File: src/sv/bpca_pkg.sv
// Package: shared constants and types for the button press classifier.
`default_nettype none
package bpca_pkg;

    // Repeat period divider: full period = DIV_DIVIDEND / tick period
    localparam int          DIV_W        = 8;
    localparam logic [7:0]  DIV_DIVIDEND = 8'd250;
    localparam int          DIV_CNT_W    = 4;

    // Pattern bit positions
    localparam int BIT_MODE = 0;
    localparam int BIT_UP   = 1;
    localparam int BIT_DOWN = 2;
    localparam int BIT_ENT  = 3;
    localparam int BIT_ALL  = 4;
    localparam int BIT_ANY  = 5;

    // Ramp thresholds in ticks
    localparam logic [10:0] RAMP_SLOW   = 11'd50;
    localparam logic [10:0] RAMP_MID    = 11'd450;
    localparam logic [10:0] RAMP_FAST   = 11'd850;
    localparam logic [10:0] RAMP_FASTER = 11'd1250;
    localparam logic [10:0] RAMP_MAX    = 11'd1500;

    localparam logic [4:0]  STEP_SMALL  = 5'd1;
    localparam logic [4:0]  STEP_LARGE  = 5'd15;

    typedef enum logic [2:0] {
        SPD_STOP   = 3'd0,
        SPD_SLOW   = 3'd1,
        SPD_MID    = 3'd2,
        SPD_FAST   = 3'd3,
        SPD_FASTER = 3'd4
    } speed_t;

    typedef enum logic [2:0] {
        CFG_ENABLED     = 3'd0,
        CFG_TICK_PERIOD = 3'd1,
        CFG_HOLD_TICKS  = 3'd2,
        CFG_CLICK_MIN   = 3'd3,
        CFG_VERY_LONG   = 3'd4
    } cfg_index_t;

    // Handshake between sequencer and divider
    typedef struct packed {
        logic start;
    } div_req_t;

    typedef struct packed {
        logic              done;
        logic [DIV_W-1:0]  quotient;
    } div_rsp_t;

endpackage
`default_nettype wire

File: src/sv/bpca_div.sv
// Iterative restoring divider: constant dividend over a 7-bit divisor.
`default_nettype none
module bpca_div (
    input  wire logic               clk,
    input  wire logic               rst_n,
    input  wire bpca_pkg::div_req_t req,
    input  wire logic [6:0]         divisor,
    output bpca_pkg::div_rsp_t      rsp
);
    import bpca_pkg::*;

    logic [DIV_W-1:0]     rem_reg, rem_next;
    logic [DIV_W-1:0]     quo_reg, quo_next;
    logic [DIV_CNT_W-1:0] cnt_reg, cnt_next;
    logic                 busy_reg, busy_next;
    logic                 done_reg, done_next;
    logic [DIV_W-1:0]     trial;
    logic                 fits;

    // Bring down one dividend bit per cycle
    assign trial = {rem_reg[DIV_W-2:0], quo_reg[DIV_W-1]};
    assign fits  = (trial >= {1'b0, divisor});

    always_comb
    begin
        rem_next  = rem_reg;
        quo_next  = quo_reg;
        cnt_next  = cnt_reg;
        busy_next = busy_reg;
        done_next = 1'b0;
        if (req.start)
        begin
            rem_next  = '0;
            quo_next  = DIV_DIVIDEND;
            cnt_next  = DIV_CNT_W'(DIV_W);
            busy_next = 1'b1;
        end
        else if (busy_reg)
        begin
            rem_next = fits ? (trial - {1'b0, divisor}) : trial;
            quo_next = {quo_reg[DIV_W-2:0], fits};
            cnt_next = cnt_reg - 1'b1;
            if (cnt_reg == DIV_CNT_W'(1))
            begin
                busy_next = 1'b0;
                done_next = 1'b1;
            end
        end
    end

    always_ff @(posedge clk or negedge rst_n)
    begin
        if (!rst_n)
        begin
            busy_reg <= 1'b0;
            done_reg <= 1'b0;
            cnt_reg  <= '0;
        end
        else
        begin
            busy_reg <= busy_next;
            done_reg <= done_next;
            cnt_reg  <= cnt_next;
        end
    end

    always_ff @(posedge clk)
    begin
        rem_reg <= rem_next;
        quo_reg <= quo_next;
    end

    assign rsp.done     = done_reg;
    assign rsp.quotient = quo_reg;

endmodule
`default_nettype wire

File: src/sv/button_press_classifier_autorepeat_unit.sv
// Top level: button press classifier with long-press flags and auto-repeat steps.
`default_nettype none
//
//  channel | direction | handshake          | payload
//  --------+-----------+--------------------+-----------------------------------------
//  in      | sink      | in_valid/in_stall  | mode/up/down/ent pins, clear, take incr.
//  out     | source    | out_valid/out_stall| held, very long, clicked, speed, incr.
//  cfg     | sink      | cfg_we             | cfg_index, cfg_data (10 bits)
//
//  Each beat is taken, then the repeat period divider works out its quotient
//  (one quotient bit per cycle) and flags done, and then the state is updated.
//  A stalled output adds its wait.
//  Reset clears all classification state, speed is stop, registers take defaults.
//  The input stalls for the whole of the work on a beat; the output register
//  holds its beat until taken and the update waits while it is still full.
//
module button_press_classifier_autorepeat_unit (
    input  wire logic              clk,
    input  wire logic              rst_n,
    // input channel
    input  wire logic              in_valid,
    output logic                   in_stall,
    input  wire logic              mode_pin,
    input  wire logic              up_pin,
    input  wire logic              down_pin,
    input  wire logic              ent_pin,
    input  wire logic              clear_clicked,
    input  wire logic              take_increment,
    // output channel
    output logic                   out_valid,
    input  wire logic              out_stall,
    output logic [5:0]             held_flags,
    output logic [5:0]             very_long_flags,
    output logic [5:0]             clicked_flags,
    output logic [2:0]             speed_level,
    output logic signed [4:0]      increment_value,
    // configuration
    input  wire logic              cfg_we,
    input  wire logic [2:0]        cfg_index,
    input  wire logic [9:0]        cfg_data
);
    import bpca_pkg::*;

    typedef enum logic [1:0] {
        S_IDLE,
        S_DIV,
        S_EXEC
    } state_t;

    state_t state_reg;

    // Configuration registers
    logic       enabled_reg;
    logic [6:0] tick_period_reg;
    logic [9:0] hold_ticks_reg;
    logic [9:0] click_min_reg;
    logic [9:0] very_long_ticks_reg;

    // Classification state
    logic [9:0]  press_count_reg, press_count_next;
    logic [5:0]  released_reg, released_next;
    logic [5:0]  held_reg, held_next;
    logic [5:0]  very_long_reg, very_long_next;
    logic [5:0]  clicked_reg, clicked_next;
    logic [5:0]  clicked_report;
    logic [9:0]  long_count_reg, long_count_next;
    logic [10:0] ramp_count_reg, ramp_count_next;
    speed_t      speed_reg, speed_next;
    logic [7:0]  phase_reg, phase_next;

    // Latched input beat
    logic [5:0]  now_reg;
    logic        clear_reg;
    logic        take_reg;

    // Output register
    logic        out_valid_reg;
    logic [5:0]  held_out_reg;
    logic [5:0]  very_long_out_reg;
    logic [5:0]  clicked_out_reg;
    logic [2:0]  speed_out_reg;
    logic [4:0]  incr_out_reg;
    logic [4:0]  incr_next;

    // Divider
    div_req_t    div_req;
    div_rsp_t    div_rsp;
    logic [6:0]  divisor;
    logic [7:0]  full_period;
    logic [7:0]  half_period;

    logic        in_take;
    logic        out_free;
    logic        do_exec;
    logic [5:0]  now_pattern;
    logic [4:0]  step_val;

    assign in_take  = in_valid && (state_reg == S_IDLE);
    assign out_free = !out_valid_reg || !out_stall;
    assign do_exec  = (state_reg == S_EXEC) && out_free;

    // Pattern: single buttons, all four, any one
    assign now_pattern = {mode_pin | up_pin | down_pin | ent_pin,
                          mode_pin & up_pin & down_pin & ent_pin,
                          ent_pin, down_pin, up_pin, mode_pin};

    // A zero period counts as one ms
    assign divisor       = (tick_period_reg == 7'd0) ? 7'd1 : tick_period_reg;
    assign div_req.start = in_take;

    bpca_div u_div (
        .clk     (clk),
        .rst_n   (rst_n),
        .req     (div_req),
        .divisor (divisor),
        .rsp     (div_rsp)
    );

    // floor(125/t) equals floor(floor(250/t)/2)
    assign full_period = div_rsp.quotient;
    assign half_period = {1'b0, div_rsp.quotient[7:1]};

    // Classification, increment sample and click report for one beat
    always_comb
    begin
        press_count_next = press_count_reg;
        released_next    = released_reg;
        held_next        = held_reg;
        very_long_next   = very_long_reg;
        clicked_next     = clicked_reg;
        long_count_next  = long_count_reg;
        ramp_count_next  = ramp_count_reg;
        speed_next       = speed_reg;
        phase_next       = phase_reg;
        step_val         = 5'd0;
        incr_next        = 5'd0;

        if (enabled_reg)
        begin
            if (now_reg[BIT_ANY])
            begin
                released_next = now_reg;
                if (press_count_reg >= hold_ticks_reg)
                    held_next = now_reg;
                else
                    press_count_next = press_count_reg + 10'd1;
            end
            else
            begin
                // drop the click when a very long press came first
                if (very_long_reg[BIT_ANY])
                    clicked_next = 6'd0;
                else if (press_count_reg > click_min_reg)
                    clicked_next = released_reg;
                press_count_next = 10'd0;
                held_next        = 6'd0;
            end

            if (held_next[BIT_ANY])
            begin
                if (long_count_reg == very_long_ticks_reg)
                    very_long_next = now_reg;
                else
                    long_count_next = long_count_reg + 10'd1;
            end
            else
            begin
                very_long_next  = 6'd0;
                long_count_next = 10'd0;
            end

            if (held_next[BIT_UP] || held_next[BIT_DOWN])
            begin
                if (ramp_count_reg == RAMP_SLOW)
                    speed_next = SPD_SLOW;
                else if (ramp_count_reg == RAMP_MID)
                    speed_next = SPD_MID;
                else if (ramp_count_reg == RAMP_FAST)
                    speed_next = SPD_FAST;
                else if (ramp_count_reg == RAMP_FASTER)
                    speed_next = SPD_FASTER;
                if (ramp_count_reg < RAMP_MAX)
                    ramp_count_next = ramp_count_reg + 11'd1;
            end
            else
            begin
                speed_next      = SPD_STOP;
                ramp_count_next = 11'd0;
                phase_next      = 8'd0;
            end
        end

        if (take_reg)
        begin
            case (speed_next)
                SPD_SLOW:   if (phase_next == 8'd0) step_val = STEP_SMALL;
                SPD_MID:    if (phase_next == 8'd0 || phase_next == half_period)
                                step_val = STEP_SMALL;
                SPD_FAST:   if (phase_next == 8'd0) step_val = STEP_LARGE;
                SPD_FASTER: if (phase_next == 8'd0 || phase_next == half_period)
                                step_val = STEP_LARGE;
                default:    step_val = 5'd0;
            endcase
            // advance the phase, wrapping at the full period or at 8 bits
            if (phase_next == full_period)
                phase_next = 8'd0;
            else
                phase_next = phase_next + 8'd1;
            if (held_next[BIT_UP])
                incr_next = step_val;
            else if (held_next[BIT_DOWN])
                incr_next = 5'd0 - step_val;
        end

        // report the click pattern before the optional clear
        clicked_report = clicked_next;
        if (clear_reg)
            clicked_next = 6'd0;
    end

    // Sequencer, state and output register
    always_ff @(posedge clk or negedge rst_n)
    begin
        if (!rst_n)
        begin
            state_reg           <= S_IDLE;
            enabled_reg         <= 1'b0;
            tick_period_reg     <= 7'd10;
            hold_ticks_reg      <= 10'd50;
            click_min_reg       <= 10'd5;
            very_long_ticks_reg <= 10'd150;
            press_count_reg     <= '0;
            released_reg        <= '0;
            held_reg            <= '0;
            very_long_reg       <= '0;
            clicked_reg         <= '0;
            long_count_reg      <= '0;
            ramp_count_reg      <= '0;
            speed_reg           <= SPD_STOP;
            phase_reg           <= '0;
            out_valid_reg       <= 1'b0;
        end
        else
        begin
            if (cfg_we)
            begin
                unique case (cfg_index)
                    CFG_ENABLED:     enabled_reg         <= cfg_data[0];
                    CFG_TICK_PERIOD: tick_period_reg     <= cfg_data[6:0];
                    CFG_HOLD_TICKS:  hold_ticks_reg      <= cfg_data;
                    CFG_CLICK_MIN:   click_min_reg       <= cfg_data;
                    CFG_VERY_LONG:   very_long_ticks_reg <= cfg_data;
                    default:         ;
                endcase
            end

            // drop the output beat once taken, unless a new one replaces it
            if (out_valid_reg && !out_stall && !do_exec)
                out_valid_reg <= 1'b0;

            unique case (state_reg)
                S_IDLE:
                begin
                    if (in_valid)
                        state_reg <= S_DIV;
                end
                S_DIV:
                begin
                    if (div_rsp.done)
                        state_reg <= S_EXEC;
                end
                S_EXEC:
                begin
                    // hold until the output register is free
                    if (out_free)
                    begin
                        press_count_reg <= press_count_next;
                        released_reg    <= released_next;
                        held_reg        <= held_next;
                        very_long_reg   <= very_long_next;
                        clicked_reg     <= clicked_next;
                        long_count_reg  <= long_count_next;
                        ramp_count_reg  <= ramp_count_next;
                        speed_reg       <= speed_next;
                        phase_reg       <= phase_next;
                        out_valid_reg   <= 1'b1;
                        state_reg       <= S_IDLE;
                    end
                end
                default: state_reg <= S_IDLE;
            endcase
        end
    end

    // Payload registers
    always_ff @(posedge clk)
    begin
        if (in_take)
        begin
            now_reg   <= now_pattern;
            clear_reg <= clear_clicked;
            take_reg  <= take_increment;
        end
        if (do_exec)
        begin
            held_out_reg      <= held_next;
            very_long_out_reg <= very_long_next;
            clicked_out_reg   <= clicked_report;
            speed_out_reg     <= speed_next;
            incr_out_reg      <= incr_next;
        end
    end

    assign in_stall        = (state_reg != S_IDLE);
    assign out_valid       = out_valid_reg;
    assign held_flags      = held_out_reg;
    assign very_long_flags = very_long_out_reg;
    assign clicked_flags   = clicked_out_reg;
    assign speed_level     = speed_out_reg;
    assign increment_value = $signed(incr_out_reg);

    // A taken beat blocks the input until its update is done
    a_busy_after_take: assert property (@(posedge clk) disable iff (!rst_n)
        (in_valid && !in_stall) |=> in_stall)
        else $error("input not stalled after taking a beat");

    // Speed never leaves its defined range
    a_speed_range: assert property (@(posedge clk) disable iff (!rst_n)
        out_valid |-> (speed_level <= 3'd4))
        else $error("speed level out of range");

    // A repeat step needs a running ramp
    a_step_needs_speed: assert property (@(posedge clk) disable iff (!rst_n)
        (out_valid && increment_value != 5'sd0) |-> (speed_level != 3'd0))
        else $error("repeat step without speed");

    // A very long press is only reported while held
    a_very_long_held: assert property (@(posedge clk) disable iff (!rst_n)
        (out_valid && very_long_flags != 6'd0) |-> held_flags[5])
        else $error("very long flags without held press");

    // The update only runs once the divider has finished
    a_exec_after_div: assert property (@(posedge clk) disable iff (!rst_n)
        (state_reg == S_DIV && !div_rsp.done) |=> (state_reg != S_EXEC))
        else $error("update entered before divider finished");

endmodule
`default_nettype wire
File: config.mk
export PLATFORM = sky130hd
export DESIGN_NAME = button_press_classifier_autorepeat_unit
export DESIGN_NICKNAME = d
export VERILOG_FILES = /design/src/sv/bpca_pkg.sv /design/src/sv/bpca_div.sv /design/src/sv/button_press_classifier_autorepeat_unit.sv
export SDC_FILE = /design/constraint.sdc
export NUM_CORES = 1
export LEC_CHECK = 0
export BUFFER_PORTS_ARGS = -buffer_cell sky130_fd_sc_hd__clkbuf_2
export CORE_MARGIN = 5
export CORE_UTILIZATION = 40
export DETAILED_ROUTE_END_ITERATION = 8
export PLACE_DENSITY_LB_ADDON = 0.12
export SLEW_MARGIN = 20
export SYNTH_ARGS = -nofsm -noshare
export SYNTH_HDL_FRONTEND = slang
export SYNTH_HIERARCHICAL = 1
export SYNTH_SLANG_ARGS = --single-unit
File: constraint.sdc
create_clock -name clk -period 4 [get_ports clk]
set_input_delay 0.8 -clock clk [delete_from_list [all_inputs] [get_ports clk]]
set_output_delay 0.8 -clock clk [all_outputs]
set_load 0.02 [all_outputs]
==> reports/qor.yml, run 1 <==
power.density_nw_per_um2: 546
p_leak_nw: 4.37
ys_warn_count: 6
slowest_delay_ns: 0.52
routed_wl_um: 20000
reg2reg_to: "increment_value[1]"
place.gp.congestion: 0.831
min_period_ns: 3.71
path_max_fanout: 10
cp.required_ns: 4.17
r2r-start: "hold_ticks_reg[4]"
holdBufCountCts: 0
synth-seq-area-share: 0.478
first_global_vias: 6329
num_vias: 6415
first_pass_iters: 5
grt_usage: 0.172
globalRouteOverflowTotal: 0
worst-r2r-setup-slack_ns: 0.29
hold_path.class: "in -> async"
drc: 0
grt_max_degree: 63
root_buffer: "clkbuf_16"
syn_area_um2: 8650
max_slew_margin: 0.261
diodes: 0
drv_slew: 0
area_delta_synth_final_pct: 14.2
num_rows: 53
synthArstFlopShare: 0.702
insertion_delay_ns: 0.43
cts_sinks: 161
post_drt_wl_per_cell_um: 16.8
synthCells: 858
tightest_slew_ns: 1.10
critPathLaunch: "hold_ticks_reg[4]"
path_class: "reg -> reg"
tritoncts: "done"
cp-end-kind: "flop"
viasPerCell: 5.36
rsz0062_at_grt: "false"
fp.dieArea_um2: 24700
grt_first_pass_wirelength_um: 33700
fin_util: 0.467
start_util: 0.409
largest_register_ff_count: 11
synth_seq_cells: 161
cp-endpoint: "increment_value[1]"
cp.arrival_ns: 3.88
dr.first_iter.drc_count: 324
layout.cells.most_common_list: "dfrtp_1 (101), nand2_1 (87), inv_1 (63)"
cts_max_level: 4
die_h_um: 157
timing.setup.tns_ns: 0
io_buffers: 51
fin_crit_sh: 0.926
finalNetCount: 970
final-hold-violation-count: 0
path_cells: "inv_1, ha_1, a21oi_1, a211oi_2, or2_2, nor2_2, a2111oi_0, a311o_1, or4_1, nand2_1, a21oi_1, ha_1, nand4_1, nand3_1"
synth_cell_type_count: 84
fillerInstances: 2015
clk_pin_slew_ns: 0.07
synth_flop_cell: "dfrtp_1"
io_pins: 52
numCtsBuffers: 17
ff2ff_path_depth: 14
syn_nets: 920
dieWidth_um: 157
fmax_ghz: 0.270
layout_commonest_cell: "dfrtp_1"
synth_edf_count: 33
ant_nets: 0
vdd_drop_max_mv: 0.309
drive_gt1_frac: 0.183
startpoint_type: "flop"
finalSetupViolations: 0
skew_ns: 0.0127
clockBufferDepth: 2
slowest_stage: "dfstp_2"
dpl.hpwl_um: 14700
core_um2: 21200
status: "finished, final reports clean"
cap_violations: 0
avgSynthCellArea_um2: 10.1
antenna_found_initial: 0
-- Yosys cell counts (3+ instances only) --
master     number  area (um^2)
buf_2           4         20.0
o221ai_1        4         35.0
buf_4           3         22.5
or4_1           4         30.0
a21oi_1        27          135
a41oi_1         6         52.6
nand2b_1        9         56.3
buf_1           3         11.3
nor3_1         12         60.1
a21o_1         12         90.1
nor2b_1         4         25.0
mux2_2         33          372
dfrtp_1       102         2550
ha_1           37          463
xor2_1         19          166
a32o_1          4         40.0
o22ai_1         8         50.1
o31ai_1         4         30.0
nor4_1          8         50.1
o2bb2ai_1       5         43.8
a211oi_1        5         37.5
clkbuf_1       22         82.6
nand3_1        21          105
inv_1          63          236
dfxtp_1        15          300
a22o_1         19          166
nor3_2          3         30.0
nand3b_1        7         52.6
xnor2_1        19          166
o21ai_0        54          270
or3_1           6         37.5
mux2i_1        10          100
and3_1         13         81.3
nor4b_1         4         35.0
nor2_1         60          225
nor3b_1         7         52.6
edfxtp_1       33          991
a31oi_1         3         18.8
nand4_1        22          138
o21ai_1         3         15.0
dfstp_2        11          289
a22oi_1         7         52.6
nand2_1        87          327
or2_2           3         18.8
-- how the worst min path moves through the flow --
stage	startpoint	endpoint	slack, ns	cells past startpoint
floorplan	released_reg[5]	released_reg[5]	0.43	1
global placement	released_reg[5]	released_reg[5]	0.46	1
detailed placement	released_reg[5]	released_reg[5]	0.46	1
CTS	released_reg[5]	released_reg[5]	0.47	1
global route	released_reg[5]	released_reg[5]	0.48	1
finish	rst_n	long_count_reg[3]	0.45	1
-- report_power, final --
group,internal (W),leakage (nW),total [W],switching [W]
clock network,0.00110,0.314,0.00177,0.000673
registers,0.00195,1.84,0.00224,0.000287
logic,0.000653,2.22,0.00139,0.000735
-- critical path: cells and delay by family (launching register included) --
kind                     cells  cell delay (ns)
AND/OR/NAND/NOR              6             1.35
AO/OA/AOI/OAI                5             0.92
adder cells (fa/ha/maj)      2             0.63
flip-flops                   1             0.52
buffers and inverters        1             0.05
-- what timing repair did --
action | in CTS | in global routing
endpoints found under the hold margin | 0 | 0
resized for setup | 0 | 2
buffers inserted | 0 | 0
setup endpoints to repair | 0 | 1
-- final cells by class --
type / count / area [um^2] / share of cell area
multi-input combinational: 598 / 4130 / 0.418
timing repair buffer: 65 / 375 / 0.0380
inverter: 65 / 244 / 0.0247
clock buffer: 23 / 512 / 0.0518
sequential: 161 / 4130 / 0.418
tap: 275 / 344 / 0.0348
clock inverter: 9 / 141 / 0.0143
-- routing by layer --
metal / wire length (um) / global-route usage / share of wire
met3: 673 / 0.0313 / 0.034
met4: 294 / 0.0492 / 0.015
met2: 8690 / 0.256 / 0.43
met5: 0 / 0 / 0
met1: 10400 / 0.256 / 0.52
-- metrics by stage --
| step | instance area (um^2) | std cells | hold WS, ns | setup WS (ns) | total power [W] |
|---|---|---|---|---|---|
| after floorplan | 8650 | 858 | 0.435 | 0.385 | 0.00332 |
| after global placement | 9220 | 1164 | 0.463 | 0.240 | 0.00365 |
| after detailed placement | 9220 | 1164 | 0.456 | 0.135 | 0.00366 |
| after CTS | 9870 | 1196 | 0.475 | 0.124 | 0.00545 |
| after global routing | 9880 | 1196 | 0.483 | 0.0754 | 0.00575 |
| final | 9880 | 1196 | 0.452 | 0.295 | 0.00540 |
-- cells by family (layout without fill, tap and decap cells) --
kind of cell	count (synthesis)	after routing	share of synthesized area
AOI/OAI and AO/OA	185	185	0.150
DFF	161	161	0.478
adders and majority gates	38	38	0.0558
and+or+nand+nor	294	294	0.177
buffers and inverters	99	162	0.0466
xor gates and xnor gates	38	38	0.0385
muxes	43	43	0.0545
Note: power is estimated with default switching activity, not from simulation.
==> inputs of run 2 (changes only) <==
- CORE_UTILIZATION: 40 -> 33
==> run 2 against run 1 <==
Combinational power rose by 3%. Count of clock-buffer cells in the layout fell by 5. Non-clock buffer count rose by 3. Wire length rose by 5.3%. Register-to-register slack got worse by 0.04 ns. Via count rose by 0.65%. Worst setup slack got worse by 0.039 ns. Power fell by 4.2%. First-iteration DRC count rose by 8.0%. Sequential power barely moved. Global-route usage fell by 2.4 points. Clock power fell by 14%. Critical path type unchanged. Highest routed layer unchanged.
==> reports/qor.yml, run 2 (same netlist as run 1, synthesis figures left out) <==
status: "finished, final reports clean"  # unchanged
largest_register_ff_count: 11  # unchanged
globalRouteOverflowTotal: 0  # unchanged
cp-end-kind: "flop"  # unchanged
tritoncts: "done"  # unchanged
power.density_nw_per_um2: 525  # was 546 nW/um^2
worst-r2r-setup-slack_ns: 0.26  # was 0.29 ns
num_vias: 6457  # was 6,415
insertion_delay_ns: 0.43  # about the same
grt_max_degree: 62  # was 63
start_util: 0.334  # was 0.409
ff2ff_path_depth: 16  # was 14
hold_path.class: "in -> async"  # unchanged
finalInstanceArea_um2: 9860  # was 9880 um^2
core_um2: 25900  # was 21,200 um^2
viasPerCell: 5.13  # was 5.36
finalSetupViolations: 0  # unchanged
p_leak_nw: 4.34  # was 4.37 nW
finalNetCount: 973  # was 970
place.gp.congestion: 0.829  # was 0.831
max_slew_margin: 0.513  # was 0.261
cts_sinks: 161  # unchanged
clk_pin_slew_ns: 0.07  # about the same
area_delta_synth_final_pct: 14.0  # was 14.2%
r2r-start: "hold_ticks_reg[4]"  # unchanged
skew_ns: 0.00978  # was 0.0127 ns
ant_nets: 0  # unchanged
layout_commonest_cell: "dfrtp_1"  # unchanged
layout.cells.most_common_list: "dfrtp_1 (102), nand2_1 (87), inv_1 (63)"  # was dfrtp_1 (101), nand2_1 (87), inv_1 (63)
grt_usage: 0.148  # was 0.172
drive_gt1_frac: 0.186  # was 0.183
fmax_ghz: 0.267  # was 0.270 GHz
tightest_slew_ns: 0.731  # was 1.10 ns
cp.required_ns: 4.17  # about the same
dr.first_iter.drc_count: 350  # was 324
drv_slew: 0  # unchanged
grt_first_pass_wirelength_um: 34800  # was 33,700 um
timing.setup.tns_ns: 0  # unchanged
clockBufferDepth: 2  # unchanged
fin_crit_sh: 0.936  # was 0.926
routed_wl_um: 21100  # was 20,000 um
rsz0062_at_grt: "false"  # unchanged
fin_util: 0.381  # was 0.467
cts_resized: 0  # unchanged
reg2reg_to: "increment_value[1]"  # unchanged
path_class: "reg -> reg"  # unchanged
final-hold-violation-count: 0  # unchanged
wl_met3_um: 719  # was 673 um
cts_max_level: 4  # unchanged
routed-wl-met2_um: 9160  # was 8690 um
startpoint_type: "flop"  # unchanged
antenna_found_initial: 0  # unchanged
holdBufCountCts: 0  # unchanged
die_h_um: 172  # was 157 um
drc: 0  # unchanged
cp.arrival_ns: 3.91  # was 3.88 ns
dieWidth_um: 172  # was 157 um
root_buffer: "clkbuf_16"  # unchanged
io_pins: 52  # unchanged
post_drt_wl_per_cell_um: 16.8  # about the same
numCtsBuffers: 17  # unchanged
diodes: 0  # unchanged
highest_layer: "met4"  # unchanged
num_rows: 59  # was 53
first_pass_iters: 5  # unchanged
path_max_fanout: 5  # was 10
vdd_drop_max_mv: 0.233  # was 0.309 mV
first_global_vias: 6405  # was 6,329
cts_setup_buffers: 0  # unchanged
dpl.hpwl_um: 15400  # was 14,700 um
min_period_ns: 3.74  # was 3.71 ns
fp.dieArea_um2: 29600  # was 24,700 um^2
placed_cell_area_um2: 9320  # was 9220 um^2
met1_length_um: 11000  # was 10,400 um
io_buffers: 51  # unchanged
cap_violations: 0  # unchanged
## run 2: cell count changes in the layout (fill, tap and decap cells not counted), moves of 2 or more
cell / previous run / this run
clkbuf_16: 20 / 17
buf_4: 14 / 17
bufinv_16: 3 / 0
clkbuf_1: 3 / 0
inv_6: 1 / 5
clkinv_4: 4 / 2
clkinv_2: 0 / 2
inv_4: 0 / 2
## run 2: final cells by class
class	instances	area (um^2)
clock buffer	18	439
sequential	161	4130
multi-input combinational	598	4130
tap	335	419
fill	2568	16100
clock inverter	14	103
timing repair buffer	68	398
inverter	65	244
## run 2: how the worst max path moves through the flow
stage,start,to,slack [ns]
2_1_floorplan,hold_ticks_reg[4],increment_value[1],0.39
3_3_place_gp,hold_ticks_reg[4],increment_value[1],0.35
3_5_place_dp,hold_ticks_reg[4],increment_value[1],0.29
4_1_cts,hold_ticks_reg[4],increment_value[1],0.26
5_1_grt,hold_ticks_reg[4],increment_value[1],0.008
6_report,hold_ticks_reg[4],increment_value[1],0.26
## run 2: critical path, stage by stage, from the launching register on
cell	delay, ns
dfstp_2	0.51
inv_1	0.04
ha_1	0.32
a21oi_1	0.17
a211oi_2	0.10
nor2_1	0.27
a21oi_2	0.13
or3_2	0.45
nand2_1	0.11
ha_1	0.16
o21ai_2	0.06
or4_1	0.54
nand2_1	0.08
a21oi_1	0.06
ha_1	0.31
nand4_1	0.07
nand3_1	0.09
## run 2: routing by layer
metal  track usage  vias up
li1              -     3201
met5             0        -
met3        0.0251       17
met1         0.220     3120
met4        0.0400        0
met2         0.222      119
## run 2: power breakdown
part | internal [W] | switching [W] | leakage [nW]
Clock | 0.000818 | 0.000709 | 0.266
Combinational | 0.000661 | 0.000770 | 2.24
Sequential | 0.00195 | 0.000266 | 1.84
Total | 0.00343 | 0.00174 | 4.34
## run 2: stage by stage
stage / power [W] / setup WS, ns / instances / hold slack [ns]
final: 0.00517 / 0.256 / 1259 / 0.426
after global routing: 0.00552 / 0.00755 / 1259 / 0.476
after CTS: 0.00525 / 0.257 / 1259 / 0.448
after detailed placement: 0.00369 / 0.289 / 1227 / 0.459
after global placement: 0.00368 / 0.346 / 1227 / 0.454
after floorplan: 0.00332 / 0.385 / 858 / 0.435
